$ cat src/design/efe_pkg.sv
// efe_pkg: shared types, framing constants and CRC-8 / escape functions
// for the escaped frame encoder. No dependencies.
`default_nettype none

package efe_pkg;

	localparam logic [7:0] HEAD_BYTE = 8'h7F;
	localparam logic [7:0] TAIL_BYTE = 8'hF0;
	localparam logic [7:0] ESC_BYTE  = 8'hFF;
	localparam logic [7:0] ESC_HEAD  = 8'h5F;
	localparam logic [7:0] ESC_TAIL  = 8'hD0;
	localparam logic [7:0] ESC_ESC   = 8'hDF;
	localparam logic [7:0] CRC_INIT  = 8'hFF;
	localparam logic [7:0] CRC_POLY  = 8'h07;

	localparam int MAX_BYTES = 6;
	localparam int CNT_W     = $clog2(MAX_BYTES + 1);
	localparam int IDX_W     = $clog2(MAX_BYTES);

	typedef struct packed {
		logic       two;
		logic [7:0] b0;
		logic [7:0] b1;
	} esc_t;

	// expanded output words of one input word
	typedef struct packed {
		logic [MAX_BYTES-1:0][7:0] bytes;
		logic [CNT_W-1:0]          cnt;
		logic                      closes;
	} efe_frame_t;

	function automatic esc_t escape(input logic [7:0] b);
		esc_t e;
		e.two = 1'b1;
		e.b0  = ESC_BYTE;
		e.b1  = ESC_ESC;
		case (b)
			HEAD_BYTE: e.b1 = ESC_HEAD;
			TAIL_BYTE: e.b1 = ESC_TAIL;
			ESC_BYTE:  e.b1 = ESC_ESC;
			default: begin
				e.two = 1'b0;
				e.b0  = b;
				e.b1  = 8'h00;
			end
		endcase
		return e;
	endfunction

	// MSB-first CRC-8 over one byte; unrolls to an xor network
	function automatic logic [7:0] crc_feed(input logic [7:0] crc, input logic [7:0] b);
		logic [7:0] c;
		c = crc ^ b;
		for (int k = 0; k < 8; k++) begin
			c = c[7] ? ((c << 1) ^ CRC_POLY) : (c << 1);
		end
		return c;
	endfunction

endpackage

`default_nettype wire

$ cat src/design/escaped_frame_encoder_crc8.sv
// escaped_frame_encoder_crc8: top level, input register plus efe_expand
// and efe_out_buf. Uses efe_pkg.
//
//  channel | handshake            | payload
//  in      | in_valid / in_ready   | payload_byte, first_byte, last_byte
//  out     | out_valid / out_ready | out_byte, frame_end
//
// Each input word gives 1 to 6 output words, sent one per cycle from the
// result register while out_ready is high; an input word holds the output
// until all its words are sent. Its first output word passes through the
// input register and then the result register. A new input word is
// taken while the previous one drains. Reset clears the valid flags and
// sets the running CRC to 0xFF. A stalled output holds the input register.
`default_nettype none

module escaped_frame_encoder_crc8 import efe_pkg::*; (
	input  wire logic       clk,
	input  wire logic       arst_n,
	input  wire logic       in_valid,
	output logic            in_ready,
	input  wire logic [7:0] payload_byte,
	input  wire logic       first_byte,
	input  wire logic       last_byte,
	output logic            out_valid,
	input  wire logic       out_ready,
	output logic [7:0]      out_byte,
	output logic            frame_end
);

	logic       valid_s1;
	logic [7:0] data_s1;
	logic       first_s1;
	logic       last_s1;
	logic       buf_free;
	logic       take_s1;
	efe_frame_t frame;

	assign take_s1  = valid_s1 && buf_free;
	assign in_ready = !valid_s1 || buf_free;

	always_ff @(posedge clk or negedge arst_n) begin
		if (!arst_n) begin
			valid_s1 <= 1'b0;
		end else if (in_ready) begin
			valid_s1 <= in_valid;
		end
	end

	always_ff @(posedge clk) begin
		if (in_ready && in_valid) begin
			data_s1  <= payload_byte;
			first_s1 <= first_byte;
			last_s1  <= last_byte;
		end
	end

	efe_expand u_expand (
		.clk    (clk),
		.arst_n (arst_n),
		.data   (data_s1),
		.first  (first_s1),
		.last   (last_s1),
		.take   (take_s1),
		.frame  (frame)
	);

	efe_out_buf u_out_buf (
		.clk       (clk),
		.arst_n    (arst_n),
		.load      (take_s1),
		.frame     (frame),
		.free      (buf_free),
		.out_valid (out_valid),
		.out_ready (out_ready),
		.out_byte  (out_byte),
		.frame_end (frame_end)
	);

`ifndef NO_ASSERTIONS
	a_tail_word: assert property (@(posedge clk) disable iff (!arst_n)
		out_valid && frame_end |-> out_byte == TAIL_BYTE)
		else $error("frame_end on a word other than the tail");

	a_empty_ready: assert property (@(posedge clk) disable iff (!arst_n)
		!valid_s1 |-> in_ready)
		else $error("input stalled with an empty input register");

	a_load_shows: assert property (@(posedge clk) disable iff (!arst_n)
		take_s1 |=> out_valid)
		else $error("loaded word not presented at the output");
`endif

endmodule

`default_nettype wire

$ cat src/design/efe_expand.sv
// efe_expand: running CRC register and the logic that turns one registered
// input word into its list of framed output words. Uses efe_pkg.
`default_nettype none

module efe_expand import efe_pkg::*; (
	input  wire logic       clk,
	input  wire logic       arst_n,
	input  wire logic [7:0] data,
	input  wire logic       first,
	input  wire logic       last,
	input  wire logic       take,
	output efe_frame_t      frame
);

	logic [7:0]       crc_q;
	logic [7:0]       crc_base;
	logic [7:0]       crc_1;
	logic [7:0]       crc_2;
	esc_t             esc_d;
	esc_t             esc_c;
	logic [CNT_W-1:0] n;

	assign esc_d    = escape(data);
	assign crc_base = first ? CRC_INIT : crc_q;
	assign crc_1    = crc_feed(crc_base, esc_d.b0);
	assign crc_2    = esc_d.two ? crc_feed(crc_1, esc_d.b1) : crc_1;
	assign esc_c    = escape(crc_2);

	always_comb begin
		frame.bytes  = '0;
		frame.closes = last;
		n            = '0;
		if (first) begin
			frame.bytes[n[IDX_W-1:0]] = HEAD_BYTE;
			n = n + 1'b1;
		end
		frame.bytes[n[IDX_W-1:0]] = esc_d.b0;
		n = n + 1'b1;
		if (esc_d.two) begin
			frame.bytes[n[IDX_W-1:0]] = esc_d.b1;
			n = n + 1'b1;
		end
		if (last) begin
			frame.bytes[n[IDX_W-1:0]] = esc_c.b0;
			n = n + 1'b1;
			if (esc_c.two) begin
				frame.bytes[n[IDX_W-1:0]] = esc_c.b1;
				n = n + 1'b1;
			end
			frame.bytes[n[IDX_W-1:0]] = TAIL_BYTE;
			n = n + 1'b1;
		end
		frame.cnt = n;
	end

	// CRC is not fed by its own escaped copy; tail restarts it
	always_ff @(posedge clk or negedge arst_n) begin
		if (!arst_n) begin
			crc_q <= CRC_INIT;
		end else if (take) begin
			crc_q <= last ? CRC_INIT : crc_2;
		end
	end

endmodule

`default_nettype wire

$ cat src/design/efe_out_buf.sv
// efe_out_buf: result register holding the words of one input word and
// sending them out one per cycle while out_ready is high. Uses efe_pkg.
`default_nettype none

module efe_out_buf import efe_pkg::*; (
	input  wire logic       clk,
	input  wire logic       arst_n,
	input  wire logic       load,
	input  wire efe_frame_t frame,
	output logic            free,
	output logic            out_valid,
	input  wire logic       out_ready,
	output logic [7:0]      out_byte,
	output logic            frame_end
);

	logic [MAX_BYTES-1:0][7:0] bytes_q;
	logic [CNT_W-1:0]          cnt_q;
	logic [CNT_W-1:0]          idx_q;
	logic                      closes_q;
	logic                      valid_q;
	logic                      at_end;

	assign at_end    = (idx_q + 1'b1) == cnt_q;
	assign free      = !valid_q || (out_ready && at_end);
	assign out_valid = valid_q;
	assign out_byte  = bytes_q[idx_q[IDX_W-1:0]];
	assign frame_end = closes_q && at_end;

	always_ff @(posedge clk or negedge arst_n) begin
		if (!arst_n) begin
			valid_q <= 1'b0;
			idx_q   <= '0;
		end else if (load) begin
			valid_q <= 1'b1;
			idx_q   <= '0;
		end else if (valid_q && out_ready) begin
			if (at_end) begin
				valid_q <= 1'b0;
			end
			idx_q <= idx_q + 1'b1;
		end
	end

	always_ff @(posedge clk) begin
		if (load) begin
			bytes_q  <= frame.bytes;
			cnt_q    <= frame.cnt;
			closes_q <= frame.closes;
		end
	end

endmodule

`default_nettype wire
$ cat config.mk
export PLATFORM = sky130hd
export DESIGN_NAME = escaped_frame_encoder_crc8
export DESIGN_NICKNAME = d
export VERILOG_FILES = /design/src/design/efe_pkg.sv /design/src/design/escaped_frame_encoder_crc8.sv /design/src/design/efe_expand.sv /design/src/design/efe_out_buf.sv
export SDC_FILE = /design/constraint.sdc
export NUM_CORES = 1
export LEC_CHECK = 0
export BUFFER_PORTS_ARGS = -buffer_cell sky130_fd_sc_hd__buf_2
export CAP_MARGIN = 10
export CORE_ASPECT_RATIO = 0.7
export CORE_MARGIN = 10
export CORE_UTILIZATION = 40
export CTS_CLUSTER_DIAMETER = 30
export DETAILED_ROUTE_END_ITERATION = 6
export MAX_ROUTING_LAYER = met4
export PLACE_DENSITY_LB_ADDON = 0.2
export SLEW_MARGIN = 5
export SYNTH_ARGS = -nofsm -noshare
export SYNTH_HDL_FRONTEND = slang
export SYNTH_SLANG_ARGS = --single-unit
export TNS_END_PERCENT = 1
$ cat constraint.sdc
create_clock -name clk -period 10 [get_ports clk]
set_input_delay 1.5 -clock clk [delete_from_list [all_inputs] [get_ports clk]]
set_output_delay 1.5 -clock clk [all_outputs]
set_load 0.005 [all_outputs]
; Yosys cells after proc, flatten, opt, wreduce, memory -nomap -nowiden
; Index checks and enable logic that the tools add are counted.
[totals]
n_memories = 0
out_inout_bits = 11
in_bits = 14
ram_bits = 0
rom_bits = 0
latchBits = 0
reg_bits = 75
[op_classes]
n_mux = 54
n_reduce_logical = 19
n_bitwise = 21
n_div = 0
n_addsub = 6
n_eq_ne = 7
n_mul = 0
n_lt_le_gt_ge = 11
shift = 0
[ops]
columns = op, n
row1 = 48-bit bitwise mux, 4
row2 = 48-bit two-way mux, 4
row3 = 8-bit demux with 3-bit select, 5
row4 = 8-bit two-way mux, 9
row5 = 3-bit two-way mux, 22
row6 = 3-bit NOT, 16
row7 = 8-bit case mux with 3 select lines, 2
row8 = 8-bit == test (second input constant), 4
row9 = 24-bit AND, 1
row10 = 8-bit binary-select mux with 3-bit select, 1
row11 = 3-bit by 4-bit < comparator with 1-bit output (second input constant), 6
row12 = 24-bit NOT, 1
row13 = 24-bit OR, 1
row14 = 3-bit by 1-bit adder with 3-bit output (second input constant), 6
row15 = 9-bit two-way mux, 2
row16 = 8-bit by 7-bit == test with 1-bit output (second input constant), 2
row17 = 8-bit bitwise XOR, 2
row18 = 3-bit by 1-bit greater-or-equal comparator with 1-bit output (second input constant), 5
row19 = 1-bit logical AND, 10
row20 = 7-bit two-way mux, 1
row21 = 3-bit OR reduction, 2
row22 = 1-bit two-way mux, 4
row23 = 2-bit nonzero test, 2
row24 = 3-bit == test, 1
row25 = other kinds (3), 5

; Longest topological paths before layout
[depth]
word_depth = 50
ltp_mapped = 17

; By module
; A second synthesis with hierarchy kept.
[hier_totals]
hier_cells = 464
hier_area_um2 = 5114.9
[by_module_without_submodules]
columns = module, seq_area_each_um2, area_per_inst_um2, cells_each, n_inst
row1 = efe_expand, 210.2, 2531.2, 335, 1
row2 = efe_out_buf, 1661.6, 2223.4, 114, 1
row3 = escaped_frame_encoder_crc8, 325.3, 360.3, 15, 1

; Least setup slack after synthesis
; Ideal clock, no wire load.
[synth_path]
path_type = input-to-reg
from = input out_ready
to = register u_out_buf.bytes_q[0] (netlist bit) (enable)
setup_time_ps = 458
t_required_ps = 9542
n_path_buf = 0
path_slack_ps = 5797
cell_stages = 2
arrival_time_ps = 3746
cell_sequence = a21boi_0 -> nor2_1
[synth_between]
elab_chain_len = 3
[synth_lines]
columns = element, line
row1 = start: declaration, escaped_frame_encoder_crc8.sv:25  ; input wire logic out_ready,
row2 = 1-bit logical AND, efe_out_buf.sv:25  ; assign free = !valid_q || (out_ready && at_end);
row3 = 1-bit logical OR, efe_out_buf.sv:25
row4 = 1-bit logical AND, escaped_frame_encoder_crc8.sv:38  ; assign take_s1 = valid_s1 && buf_free;
row5 = named net take_s1, escaped_frame_encoder_crc8.sv:35  ; logic take_s1;
row6 = end signal: assignment, efe_out_buf.sv:47  ; bytes_q <= frame.bytes;
row7 = end: declaration, efe_out_buf.sv:17  ; logic [MAX_BYTES-1:0][7:0] bytes_q;
; The timed path passes the listed nets, and every way through them passes these cells.
; A chain may end at the register's enable or synchronous reset.

==> out/metrics.sh <==
NETS=480
POST_CTS_HOLD_BUFFER_COUNT=0
SYNTHESIS.AREA_UM2=4700
SETUP_VIOL=0
GR-TOTAL-OVERFLOW=0
STARTPOINT_TYPE='flop'
POWER_DENSITY_nW_PER_UM2=352
P_SWITCHING_uW=777
CP_DATA_REQUIRED_TIME_NS=10.12
ACHIEVABLE-FREQUENCY_MHz=224
SEQUENTIAL_CELL_AREA_UM2=1960
POST_SYNTH_MAIN_AREA_CONTRIBUTORS='sky130_fd_sc_hd__edfxtp_1, sky130_fd_sc_hd__xnor2_1, sky130_fd_sc_hd__dfstp_2, sky130_fd_sc_hd__mux4_2, sky130_fd_sc_hd__xnor3_1'
CTS-BUFFERS-INSERTED=9
AREA_GROWTH_SYN_TO_LAYOUT_PCT=10.9
RUN_STATUS='complete, no violations'
HOLD_PATH.STARTPOINT='u_expand.crc_q[4]$_DFFE_PN1P_'
ROUTEDWLPERCELL_UM=19.9
VIA_COUNT=3559
SETUP.REG_TO_REG.WORST_SLACK_NS=5.54
ANTENNA_VIOLATING_NETS_POST_ROUTE=0
SYNTH_EDF_COUNT=54
CRITPATHLAUNCH='first_s1$_DFFE_PP_'
SEQUENTIAL_AREA_SHARE_AFTER_SYNTHESIS_PCT=41.7
WORST-PATH-MAX-FANOUT=31
MOSTFREQUENTLAYOUTCELL='sky130_fd_sc_hd__edfxtp_1'
SETUP.WORST_PATH.END_CLASS='flop'
SYNTH_FP_NETS=471
ASYNC_FLOP_SHARE_PCT=19.4
FIN_CRIT_NS=4.46
GRT_PASS1_VIAS=3386
CLOCK_PATH_BUFFERS=2
OVERALL_DIE_HEIGHT_UM=111
POST_ROUTE_CLOCK_PERIOD_UTILIZATION_PCT=44.6
POST_CTS_RESIZE_COUNT=0
DP_HPWL_UM=9220
ANTENNA-DIODE-COUNT=0
SYNTH_TOP_AREA_CELL='sky130_fd_sc_hd__edfxtp_1'
SYN_AVG_CELL_AREA_UM2=10.4
AREA_TAKEN_BY_MULTI_INPUT_LOGIC_GATES_UM2=2510
DRIVE_ABOVE_1_SHARE_PCT=17.4
GLOBAL_ROUTE.USAGE.TOTAL_PCT=15.6
WORST_R2R_PATH_DEPTH=11
FILLER_CELL_COUNT=1081
SYN-INSTANCE-COUNT=451
FINAL-MAX-SLEW-VIOLATION-COUNT=0
GP_CONGESTION=0.951
FINAL.SETUP_SKEW_NS=0.00970
SHARE_OF_THE_SYNTHESIZED_AREA_IN_THE_TOP_CELL_TYPE_PCT=34.5
VDD_DROP_MAX_mV=0.118
DR.FIRST_ITER.DRC_COUNT=374
FLOORPLAN.DIE_AREA_UM2=16500
START_UTIL_PCT=40.5
CTS-HTREE-LEVELS=3
ANTENNA_FOUND_INITIAL=0
WHS_PATH_DEPTH=2
WORSTSKEWPAIRLATENCY_NS=0.33
FINAL_CORE_UTIL_PCT=44.9
INTERNAL-POWER_mW=1.05
WORSTMARGINPINSLEW_NS=1.23
PLACEMENT_ROW_COUNT=33
GRT_START_MAX_NET_PINS=53
MAXCAPVIOLCOUNT=0
CLK_PIN_SLEW_WORST_PATHS_NS=0.06
FP.DIEW_UM=150
P_COMB_SHARE_PCT=54.8
CLOCK-SINKS=67
VIAS_PER_CELL=5.72
TNS_NS=0
LAYOUT.CELLS.MOST_COMMON_LIST='sky130_fd_sc_hd__edfxtp_1, sky130_fd_sc_hd__nor2_1, sky130_fd_sc_hd__xnor2_1'
IOPINCOUNT=25
POSTROUTEWIRELENGTH_UM=12400
POWER_FRAC_SEQ_PCT=27.9
FIN_TOTAL_PWR_mW=1.83
YOSYSUNIQUECELLTYPES=72
HOLD_VIOL_FINAL=0
MOST_USED_DFF_POST_SYNTH='sky130_fd_sc_hd__edfxtp_1'
WORST_HOLD_PATH_TYPE='reg -> reg'
CTS_TREE='yes'
SYNTH_WARNINGS=0
CRIT_ARRIVAL_NS=4.59
CTS.REPAIR_TIMING.SETUP_BUFFER_COUNT=0
POWER.LEAKAGE_nW=1.87
COUNT_OF_PORT_BUFFERS_ADDED_DURING_PLACEMENT=24
P_CLK_SHARE_PCT=17.3
GRT_SETUP_UNREPAIRED='no'
DESIGN.CORE.AREA_UM2=11600
ROUTE.DETAILED.DRC=0
CRITICAL_PATH.REG2REG.STARTPOINT='first_s1$_DFFE_PP_'
CLOCK_ROOT_BUFFER='sky130_fd_sc_hd__clkbuf_16'
SETUP.WORST_PATH.CLASS='reg -> reg'
MAX_SLEW_MARGIN_PCT=17.6
SYNTHESIS_STAGE_REGISTER_BIT_COUNT=67
P_SW_SHARE_PCT=42.4
DRT_PASS1_ITERATIONS=6
GRT_PASS1_WL_UM=19700
[through the flow]
step	setup slack, ns	hold slack (ns)	area, um2	instances
5_1_grt	5.23	0.526	5210	622
3_3_place_gp	5.61	0.492	4910	606
6_report	5.54	0.507	5210	622
2_1_floorplan	5.80	0.469	4700	451
4_1_cts	5.54	0.507	5210	622
3_5_place_dp	5.57	0.498	4910	606
[cell usage after synthesis (3+ instances only)]
cell type	count
sky130_fd_sc_hd__nor3b_1	3
sky130_fd_sc_hd__ha_1	6
sky130_fd_sc_hd__o31ai_1	5
sky130_fd_sc_hd__xor2_1	13
sky130_fd_sc_hd__o22ai_1	14
sky130_fd_sc_hd__clkbuf_1	14
sky130_fd_sc_hd__nand3_1	11
sky130_fd_sc_hd__o32a_1	3
sky130_fd_sc_hd__nand2b_1	4
sky130_fd_sc_hd__mux2i_1	5
sky130_fd_sc_hd__a21oi_2	3
sky130_fd_sc_hd__o22a_1	3
sky130_fd_sc_hd__and2_1	8
sky130_fd_sc_hd__dfrtp_1	5
sky130_fd_sc_hd__a21boi_1	3
sky130_fd_sc_hd__buf_1	4
sky130_fd_sc_hd__xnor3_1	8
sky130_fd_sc_hd__mux2_2	3
sky130_fd_sc_hd__nand2_1	28
sky130_fd_sc_hd__a21oi_1	24
sky130_fd_sc_hd__edfxtp_1	54
sky130_fd_sc_hd__nor3_1	11
sky130_fd_sc_hd__or4_1	3
sky130_fd_sc_hd__o21ai_0	25
sky130_fd_sc_hd__or2_2	3
sky130_fd_sc_hd__inv_1	21
sky130_fd_sc_hd__a21boi_0	3
sky130_fd_sc_hd__a22oi_1	3
sky130_fd_sc_hd__and3_1	4
sky130_fd_sc_hd__xnor2_1	30
sky130_fd_sc_hd__nand4_1	3
sky130_fd_sc_hd__nor2_1	42
sky130_fd_sc_hd__buf_2	9
sky130_fd_sc_hd__mux4_2	8
sky130_fd_sc_hd__dfstp_2	8
sky130_fd_sc_hd__o21a_1	8
[worst paths after layout]
kind	end
max	u_out_buf.bytes_q[19]$_DFFE_PP_
min	u_expand.crc_q[4]$_DFFE_PN1P_
max reg2reg	u_out_buf.bytes_q[19]$_DFFE_PP_
min reg2reg	u_expand.crc_q[4]$_DFFE_PN1P_
max in group asynchronous	u_expand.crc_q[4]$_DFFE_PN1P_
min in group asynchronous	valid_s1$_DFFE_PN0N_
[worst max-delay path: stages, from the launching register on]
cell	delay, ns
sky130_fd_sc_hd__edfxtp_1	0.32
sky130_fd_sc_hd__buf_4	0.30
sky130_fd_sc_hd__nor2_1	0.10
sky130_fd_sc_hd__xnor2_1	0.52
sky130_fd_sc_hd__xnor3_1	0.56
sky130_fd_sc_hd__xnor3_1	0.38
sky130_fd_sc_hd__nand2_1	0.12
sky130_fd_sc_hd__xnor2_2	0.48
sky130_fd_sc_hd__and4_1	0.45
sky130_fd_sc_hd__o21ai_2	0.22
sky130_fd_sc_hd__a221o_1	0.45
sky130_fd_sc_hd__o31ai_1	0.34
[state kept, by name (all words and copies together), names as in the netlist]
name                 flops
u_out_buf.bytes_q       40
data_s1                  8
u_expand.crc_q           8
u_out_buf.cnt_q          3
u_out_buf.idx_q          3
first_s1                 1
last_s1                  1
u_out_buf.closes_q       1
u_out_buf.out_valid      1
valid_s1                 1
[cells by family (layout without fill, tap and decap cells)]
family | count (synthesis) | in the layout | share of synthesized area [%]
mux | 16 | 16 | 5.62
flops | 67 | 67 | 41.7
fa+ha+maj | 6 | 6 | 1.60
buf+inv | 53 | 67 | 4.96
xor+xnor | 55 | 55 | 13.4
simple gates | 128 | 128 | 13.2
compound gates | 126 | 126 | 19.6
[routing by layer]
metal / GRT usage [%] / vias to the layer above / part of all wire, %
li1: - / 1677 / -
met5: - / - / 0
met4: 3.72 / 0 / 0.96
met2: 19.3 / 146 / 40
met3: 3.71 / 9 / 7.9
met1: 24.3 / 1727 / 51
[final cells by class]
cell class	count	area share, %
Inverter	22	1.59
Clock inverter	2	0.673
Timing Repair Buffer	29	3.03
Multi-Input combinational cell	331	48.3
Tap cell	157	3.77
Sequential cell	67	37.6
Clock buffer	14	5.07
[power groups by stage]
| stage | Combinational (mW) | Sequential (mW) | Clock [mW] |
|---|---|---|---|
| 2_1_floorplan | 0.797 | 0.460 | 0 |
| 3_3_place_gp | 0.994 | 0.513 | 0 |
| 3_5_place_dp | 0.991 | 0.514 | 0 |
| 4_1_cts | 0.995 | 0.510 | 0.325 |
| 5_1_grt | 1.09 | 0.522 | 0.340 |
| 6_report | 1.00 | 0.510 | 0.317 |
Power figures use the tool's default switching activity.
